--- config.mk ---
export PLATFORM = sky130hd
export DESIGN_NAME = sha1_message_digest_core
export DESIGN_NICKNAME = d
export VERILOG_FILES = /design/src/design/sha1_pkg.sv /design/src/design/sha1_ctrl.sv /design/src/design/sha1_datapath.sv /design/src/design/sha1_message_digest_core.sv
export SDC_FILE = /design/constraint.sdc
export NUM_CORES = 2
export LEC_CHECK = 0
export BUFFER_PORTS_ARGS = -buffer_cell sky130_fd_sc_hd__buf_2
export CAP_MARGIN = 15
export CORE_MARGIN = 2
export CORE_UTILIZATION = 40
export CTS_BUF_LIST = sky130_fd_sc_hd__clkbuf_4 sky130_fd_sc_hd__clkbuf_8
export DETAILED_ROUTE_END_ITERATION = 10
export PLACE_DENSITY = 0.53
export SKIP_LAST_GASP = 1
export SLEW_MARGIN = 30
export SYNTH_ARGS = -nofsm -noshare
export SYNTH_HDL_FRONTEND = slang
export SYNTH_HIERARCHICAL = 1
export SYNTH_SLANG_ARGS = --single-unit
--- constraint.sdc ---
create_clock -name clk -period 12.6 [get_ports clk]
set_input_delay 0.63 -clock clk [delete_from_list [all_inputs] [get_ports clk]]
set_output_delay 0.63 -clock clk [all_outputs]
set_load 0.01 [all_outputs]
--- src/design/sha1_pkg.sv ---
// shared types, constants and round functions for the sha-1 core
package sha1_pkg;

  localparam logic OP_ABSORB = 1'b0;
  localparam logic OP_FINISH = 1'b1;

  localparam logic [5:0] LAST_BYTE = 6'd63;
  localparam logic [5:0] LEN_POS   = 6'd56;
  localparam logic [7:0] PAD_BYTE  = 8'h80;

  localparam logic [31:0] IV0 = 32'h67452301;
  localparam logic [31:0] IV1 = 32'hefcdab89;
  localparam logic [31:0] IV2 = 32'h98badcfe;
  localparam logic [31:0] IV3 = 32'h10325476;
  localparam logic [31:0] IV4 = 32'hc3d2e1f0;

  typedef enum logic [1:0] {
    SEL_INPUT,
    SEL_ONE,
    SEL_ZERO,
    SEL_LEN
  } byte_sel_t;

  typedef struct packed {
    logic      push;
    byte_sel_t byte_sel;
    logic      round;
    logic [1:0] phase;
    logic      add;
    logic      shift_out;
    logic      init;
  } sha1_cmd_t;

  function automatic logic [31:0] round_k(input logic [1:0] phase);
    logic [31:0] k;
    case (phase)
      2'd0:    k = 32'h5a827999;
      2'd1:    k = 32'h6ed9eba1;
      2'd2:    k = 32'h8f1bbcdc;
      default: k = 32'hca62c1d6;
    endcase
    return k;
  endfunction

  function automatic logic [31:0] round_f(input logic [1:0] phase, input logic [31:0] b,
                                          input logic [31:0] c, input logic [31:0] d);
    logic [31:0] f;
    case (phase)
      2'd0:    f = (b & c) | (~b & d);
      2'd2:    f = (b & c) | (b & d) | (c & d);
      default: f = b ^ c ^ d;
    endcase
    return f;
  endfunction

endpackage

--- src/design/sha1_ctrl.sv ---
// sequencer for byte intake, padding, the 80 rounds and digest output
module sha1_ctrl
  import sha1_pkg::*;
(
  input  logic       clk,
  input  logic       rst_n,
  input  logic       in_tvalid,
  output logic       in_tready,
  input  logic       in_op,
  output logic       out_tvalid,
  input  logic       out_tready,
  output logic [2:0] word_number,
  output logic       last_word,
  output sha1_cmd_t  cmd
);

  typedef enum logic [2:0] {
    S_IDLE,
    S_PAD_ONE,
    S_PAD_ZERO,
    S_PAD_LEN,
    S_ROUND,
    S_ADD,
    S_OUT
  } state_t;

  state_t     state_r, state_nxt, ret_r, ret_nxt, tgt;
  logic [5:0] fill_r, fill_nxt;
  logic [4:0] rnd_r, rnd_nxt;
  logic [1:0] phase_r, phase_nxt;
  logic [2:0] wcnt_r, wcnt_nxt;

  assign in_tready   = (state_r == S_IDLE);
  assign out_tvalid  = (state_r == S_OUT);
  assign word_number = wcnt_r;
  assign last_word   = (wcnt_r == 3'd4);

  always_comb begin
    state_nxt = state_r;
    ret_nxt   = ret_r;
    fill_nxt  = fill_r;
    rnd_nxt   = rnd_r;
    phase_nxt = phase_r;
    wcnt_nxt  = wcnt_r;
    tgt       = state_r;
    cmd       = '0;
    cmd.phase = phase_r;
    unique case (state_r)
      S_IDLE: begin
        if (in_tvalid) begin
          if (in_op == OP_FINISH) begin
            state_nxt = S_PAD_ONE;
          end else begin
            cmd.push     = 1'b1;
            cmd.byte_sel = SEL_INPUT;
            tgt          = S_IDLE;
          end
        end
      end
      S_PAD_ONE: begin
        cmd.push     = 1'b1;
        cmd.byte_sel = SEL_ONE;
        tgt          = S_PAD_ZERO;
        state_nxt    = S_PAD_ZERO;
      end
      S_PAD_ZERO: begin
        if (fill_r == LEN_POS) begin
          state_nxt = S_PAD_LEN;
        end else begin
          cmd.push     = 1'b1;
          cmd.byte_sel = SEL_ZERO;
          tgt          = S_PAD_ZERO;
        end
      end
      S_PAD_LEN: begin
        // the eighth length byte always completes the block
        cmd.push     = 1'b1;
        cmd.byte_sel = SEL_LEN;
        tgt          = S_OUT;
      end
      S_ROUND: begin
        cmd.round = 1'b1;
        if (rnd_r == 5'd19) begin
          rnd_nxt = '0;
          if (phase_r == 2'd3) begin
            state_nxt = S_ADD;
          end else begin
            phase_nxt = phase_r + 2'd1;
          end
        end else begin
          rnd_nxt = rnd_r + 5'd1;
        end
      end
      S_ADD: begin
        cmd.add   = 1'b1;
        state_nxt = ret_r;
      end
      S_OUT: begin
        if (out_tready) begin
          cmd.shift_out = 1'b1;
          if (wcnt_r == 3'd4) begin
            cmd.init  = 1'b1;
            wcnt_nxt  = '0;
            state_nxt = S_IDLE;
          end else begin
            wcnt_nxt = wcnt_r + 3'd1;
          end
        end
      end
      default: state_nxt = S_IDLE;
    endcase

    // a full block diverts to compression, then resumes at tgt
    if (cmd.push) begin
      fill_nxt = fill_r + 6'd1;
      if (fill_r == LAST_BYTE) begin
        ret_nxt   = tgt;
        state_nxt = S_ROUND;
        rnd_nxt   = '0;
        phase_nxt = '0;
      end
    end
  end

  always_ff @(posedge clk) begin
    if (!rst_n) begin
      state_r <= S_IDLE;
      ret_r   <= S_IDLE;
      fill_r  <= '0;
      rnd_r   <= '0;
      phase_r <= '0;
      wcnt_r  <= '0;
    end else begin
      state_r <= state_nxt;
      ret_r   <= ret_nxt;
      fill_r  <= fill_nxt;
      rnd_r   <= rnd_nxt;
      phase_r <= phase_nxt;
      wcnt_r  <= wcnt_nxt;
    end
  end

endmodule

--- src/design/sha1_datapath.sv ---
// block buffer with message schedule, round unit, chaining words and length counter
module sha1_datapath
  import sha1_pkg::*;
(
  input  logic        clk,
  input  logic        rst_n,
  input  sha1_cmd_t   cmd,
  input  logic [7:0]  data_byte,
  output logic [31:0] digest_word
);

  logic [511:0] msg_r;
  logic [60:0]  len_r;
  logic [31:0]  chain_r [5];
  logic [31:0]  a_r, b_r, c_r, d_r, e_r;
  logic [7:0]   push_byte;
  logic [31:0]  w_cur, w_new, tmp;

  always_comb begin
    case (cmd.byte_sel)
      SEL_INPUT: push_byte = data_byte;
      SEL_ONE:   push_byte = PAD_BYTE;
      SEL_ZERO:  push_byte = 8'h00;
      default:   push_byte = len_r[60:53];
    endcase
  end

  // schedule window: oldest word at the top, next word enters at the bottom
  assign w_cur = msg_r[511:480];
  always_comb begin
    w_new = msg_r[95:64] ^ msg_r[255:224] ^ msg_r[447:416] ^ msg_r[511:480];
    w_new = {w_new[30:0], w_new[31]};
  end

  assign tmp = {a_r[26:0], a_r[31:27]} + round_f(cmd.phase, b_r, c_r, d_r) + e_r
               + round_k(cmd.phase) + w_cur;

  assign digest_word = chain_r[0];

  always_ff @(posedge clk) begin
    if (cmd.push) begin
      msg_r <= {msg_r[503:0], push_byte};
    end else if (cmd.round) begin
      msg_r <= {msg_r[479:0], w_new};
    end
  end

  always_ff @(posedge clk) begin
    if (cmd.push) begin
      a_r <= chain_r[0];
      b_r <= chain_r[1];
      c_r <= chain_r[2];
      d_r <= chain_r[3];
      e_r <= chain_r[4];
    end else if (cmd.round) begin
      a_r <= tmp;
      b_r <= a_r;
      c_r <= {b_r[1:0], b_r[31:2]};
      d_r <= c_r;
      e_r <= d_r;
    end
  end

  always_ff @(posedge clk) begin
    if (!rst_n) begin
      len_r <= '0;
    end else if (cmd.init) begin
      len_r <= '0;
    end else if (cmd.push && cmd.byte_sel == SEL_INPUT) begin
      len_r <= len_r + 61'd1;
    end else if (cmd.push && cmd.byte_sel == SEL_LEN) begin
      // byte count seen as a 64-bit bit count, top byte leaves first
      len_r <= {len_r[52:0], 8'h00};
    end
  end

  always_ff @(posedge clk) begin
    if (!rst_n || cmd.init) begin
      chain_r[0] <= IV0;
      chain_r[1] <= IV1;
      chain_r[2] <= IV2;
      chain_r[3] <= IV3;
      chain_r[4] <= IV4;
    end else if (cmd.add) begin
      chain_r[0] <= chain_r[0] + a_r;
      chain_r[1] <= chain_r[1] + b_r;
      chain_r[2] <= chain_r[2] + c_r;
      chain_r[3] <= chain_r[3] + d_r;
      chain_r[4] <= chain_r[4] + e_r;
    end else if (cmd.shift_out) begin
      chain_r[0] <= chain_r[1];
      chain_r[1] <= chain_r[2];
      chain_r[2] <= chain_r[3];
      chain_r[3] <= chain_r[4];
      chain_r[4] <= chain_r[0];
    end
  end

endmodule

--- src/design/sha1_message_digest_core.sv ---
// sha-1 core top level: byte stream in, five digest words out
//
//  channel | dir | tdata                                   | tuser      | tlast
//  in_     | in  | [7:0] data_byte                         | operation  | -
//  out_    | out | [31:0] digest_word, [34:32] word_number | -          | last_word
//
// an absorb word is taken while idle; every 64th byte diverts to compression (80 rounds,
// one per cycle in the round unit, then the chaining add); no byte is taken meanwhile
// a finish word is followed by the pad byte, zero bytes, a pause before the length bytes
// and one or two compressions, then presents the five digest words, one per accepted word
// synchronous active-low reset loads the initial chaining values and clears counts
// in_tready is high only while idle; output stalls hold the digest
module sha1_message_digest_core
  import sha1_pkg::*;
(
  input  logic        clk,
  input  logic        rst_n,
  input  logic        in_tvalid,
  output logic        in_tready,
  input  logic [7:0]  in_tdata,   // [7:0] data_byte
  input  logic        in_tuser,   // [0] operation
  output logic        out_tvalid,
  input  logic        out_tready,
  output logic [39:0] out_tdata,  // [31:0] digest_word, [34:32] word_number
  output logic        out_tlast
);

  sha1_cmd_t   cmd;
  logic [2:0]  word_number;
  logic [31:0] digest_word;

  sha1_ctrl u_ctrl (
    .clk         (clk),
    .rst_n       (rst_n),
    .in_tvalid   (in_tvalid),
    .in_tready   (in_tready),
    .in_op       (in_tuser),
    .out_tvalid  (out_tvalid),
    .out_tready  (out_tready),
    .word_number (word_number),
    .last_word   (out_tlast),
    .cmd         (cmd)
  );

  sha1_datapath u_datapath (
    .clk         (clk),
    .rst_n       (rst_n),
    .cmd         (cmd),
    .data_byte   (in_tdata),
    .digest_word (digest_word)
  );

  assign out_tdata = {5'b00000, word_number, digest_word};

endmodule

==> flow_metrics.env <==
export IMPL_cap_violations=0
export IMPL_placedCellCount=6259
export IMPL_antenna_found_initial=3
export IMPL_worstPathCellList="inv_1 > ha_1 > inv_1 > buf_4 > o22ai_1 > a21oi_1 > fa_1 > fa_1 > inv_1 > ha_1 > inv_1 > fa_1 > nor2b_1 > o21ai_0 > a21boi_0 > o31a_1 > o311a_1 > o31ai_1 > nand4b_1 > a31oi_1 > xnor2_1 > mux2_2"
export IMPL_rows=133
export IMPL_dpl_hpwl_um=100000
export IMPL_grt_max_degree=189
export IMPL_cp_common_cell="inv_1"
export IMPL_post_cts_buffers=0
export IMPL_rr_endpoint="u_datapath/a_r[31]"
export IMPL_critPathTopFamily="compound AO/OA/AOI/OAI gates"
export IMPL_ant_nets=0
export IMPL_layout_nets=5015
export IMPL_skew_ps=48.5
export IMPL_p_leak_nw=22.0
export IMPL_rrSetupSlack_ps=6880
export IMPL_drive_gt1_share_pct=18.6
export IMPL_avgSynthCellArea_um2=11.4
export IMPL_worstHoldPathType="in -> reg"
export IMPL_ioPinCount=56
export IMPL_crit_path_top_delay_cell="fa_1"
export IMPL_yosys_area_top_type="edfxtp_1"
export IMPL_outcome="completed"
export IMPL_synth_edf_count=832
export IMPL_period_share_pct=45.4
export IMPL_grtUsageTotal_pct=20.9
export IMPL_clk_pin_slew_ps=60
export IMPL_final_hold_viol_count=0
export IMPL_cts_buffers=166
export IMPL_cp_max_fo=34
export IMPL_synth_cell_types=93
export IMPL_tightestPinTransition_ps=958
export IMPL_setup_viol=0
export IMPL_viasPerCell=5.46
export IMPL_grt_pass1_vias=35700
export IMPL_clk_path_buf_depth=3
export IMPL_ys_top_cells_by_count="edfxtp_1, mux2_2, nand2_1, o21ai_0, inv_1"
export IMPL_slowest_delay_ps=530
export IMPL_cts_root_buf="clkbuf_8"
export IMPL_dpl_cell_area_um2=54900
export IMPL_cp_end_kind="flip-flop"
export IMPL_arrival_ps=6350
export IMPL_dieHeight_um=368
export IMPL_drt_iter0_drc=3190
export IMPL_post_cts_resize_count=0
export IMPL_core_um2=132000
export IMPL_clock_sinks=915
export IMPL_place_congestion=0.901
export IMPL_async_flop_share_pct=0
export IMPL_fin_area_um2=58300
export IMPL_fin_ws_ps=6880
export IMPL_ys_seq_elements=915
export IMPL_synth_area_um2=53100
export IMPL_endpoint="u_datapath/a_r[31]"
export IMPL_ys_top_cells_by_area="edfxtp_1, mux2_2, ha_1, fa_1, o21ai_0"
export IMPL_final_setup_tns_ps=0
export IMPL_cts_htree_levels=4
export IMPL_path_class="reg -> reg"
export IMPL_worstSetupStartpoint="u_ctrl/phase_r[0]"
export IMPL_start_util_pct=40.3
export IMPL_power_density_nw_per_um2=248
export IMPL_rsz0062_at_grt="false"
export IMPL_path_buf_inv=5
export IMPL_maxSlewHeadroom_pct=36.2
export IMPL_r2r_start="u_ctrl/phase_r[0]"
export IMPL_firstDrtPassIters=5
export IMPL_fin_util_pct=44.3
export IMPL_tritoncts="done"
export IMPL_vias=35800
export IMPL_drc_errors=0
export IMPL_die_area_um2=136000
export IMPL_postSynthCellCount=4640
export IMPL_io_buffers=50
export IMPL_start_kind="flip-flop"
export IMPL_yosysMostFrequentCell="edfxtp_1"
export IMPL_clk_latency_ps=900
export IMPL_ir_worst_vdd_uv=203
export IMPL_routed_wl_um=143000
export IMPL_fmax_ghz=0.175
export IMPL_yosysSeqAreaShare_pct=50.2
export IMPL_die_x_um=368
export IMPL_slew_viol_final=0
export IMPL_reg2regPathDepth=22
export IMPL_crit_required_ps=13230
export IMPL_grt_pass1_wl_um=220000
export IMPL_synth_main_ff_cell="edfxtp_1"
export IMPL_path_depth=22
export IMPL_area_growth_pct=9.83
export IMPL_yosys_warnings=6
export IMPL_pre_cts_slack_ps=6940
export IMPL_synth_top_area_share_pct=47.1
export IMPL_instances_no_fill=6553
export IMPL_gr_total_overflow=0
export IMPL_min_period_ps=5720
export IMPL_wl_per_cell_um=21.9
-- report_power, final --
group | switching [mW] | total, mW | internal (mW)
Combinational | 3.90 | 6.85 | 2.94
Sequential | 0.494 | 4.79 | 4.30
Clock | 1.32 | 2.82 | 1.50
Total | 5.72 | 14.5 | 8.73
-- layout by cell type, fill, tap and decap left out, types with 23 or more instances in the layout --
cell type    n
nand2b_1    26
o211ai_1    25
buf_4       29
nor2_1     222
a21o_1      95
nor2b_1     30
inv_1      335
mux2_2     498
nand3_1     48
clkbuf_8   177
xor2_1     106
xnor2_1    176
edfxtp_1   832
o221ai_1    29
dfxtp_1     83
clkbuf_4    58
nor3_1      47
clkinv_1    28
fa_1       125
and3_1      23
ha_1       201
buf_2       50
nand4_1     39
and2_1      23
a21oi_1    304
o21ai_0    391
nand2_1    428
a31oi_1     32
-- layer usage --
layer | up-vias | GRT usage, % | part of all wire (%)
met4 | 0 | 6.50 | 2.4
li1 | 16900 | - | -
met5 | - | 0 | 0
met1 | 17700 | 29.4 | 46
met3 | 204 | 3.11 | 4.7
met2 | 905 | 33.2 | 47
-- state kept, by name, indices dropped and copies added, names as in the netlist --
register / cells
u_datapath/a_r: 32
u_datapath/c_r: 32
u_datapath/msg_r: 512
u_ctrl/ret_r: 3
u_ctrl/word_number: 3
u_datapath/d_r: 32
u_ctrl/fill_r: 6
u_ctrl/rnd_r: 5
u_datapath/b_r: 32
u_datapath/len_r: 61
u_ctrl/phase_r: 2
u_datapath/chain_r: 160
u_datapath/e_r: 32
u_ctrl/state_r: 3
-- kinds of logic (layout without fill, tap and decap cells) --
logic type	after synthesis	count (layout)	share of synthesized area [%]
fa+ha+maj	326	326	9.45
mux	504	504	10.7
buf+inv	564	717	4.28
other cells	1	6	0.00707
compound gates	1081	1081	12.3
flops	915	915	50.2
simple gates	967	967	8.41
xor+xnor	282	282	4.65
-- layout make-up --
| type | instances | area, um^2 |
|---|---|---|
| tap | 1755 | 2200 |
| inverter | 335 | 1260 |
| timing repair buffer | 93 | 732 |
| antenna | 1 | 2.50 |
| fill | 12400 | 73300 |
| sequential | 915 | 26600 |
| clock inverter | 54 | 359 |
| clock buffer | 235 | 2870 |
| multi-input combinational | 3165 | 24200 |
-- per-stage QoR --
step,power (mW),hold WS [ps]
after floorplan,9.84,427
after global placement,11.6,451
after detailed placement,11.6,460
after CTS,14.5,7.93
after global routing,15.6,60.2
final,14.5,108
-- repair_timing --
action,4_1_cts,5_1_grt
setup endpoints to repair,0,0
hold endpoints to repair,1,0
hold buffers,1,0
-- tightest hold or removal path: stages --
cell and delay [ps]:
buf_2 120, nand2_1 60, a31oi_1 80, nor2_1 70
-- worst min path at each step --
| stage | start | endpoint | slack, ps | depth (start not counted) |
|---|---|---|---|---|
| 3_5_place_dp | u_ctrl/ret_r[2] | u_ctrl/ret_r[2] | 460 | 2 |
| 6_report | out_tready | u_ctrl/state_r[1] | 110 | 4 |
| 3_3_place_gp | u_ctrl/ret_r[2] | u_ctrl/ret_r[2] | 450 | 2 |
| 5_1_grt | out_tready | u_ctrl/state_r[1] | 60 | 4 |
| 2_1_floorplan | u_ctrl/ret_r[2] | u_ctrl/ret_r[2] | 430 | 2 |
| 4_1_cts | out_tready | u_ctrl/state_r[1] | 8 | 4 |
(Power assumes the default switching activity.)
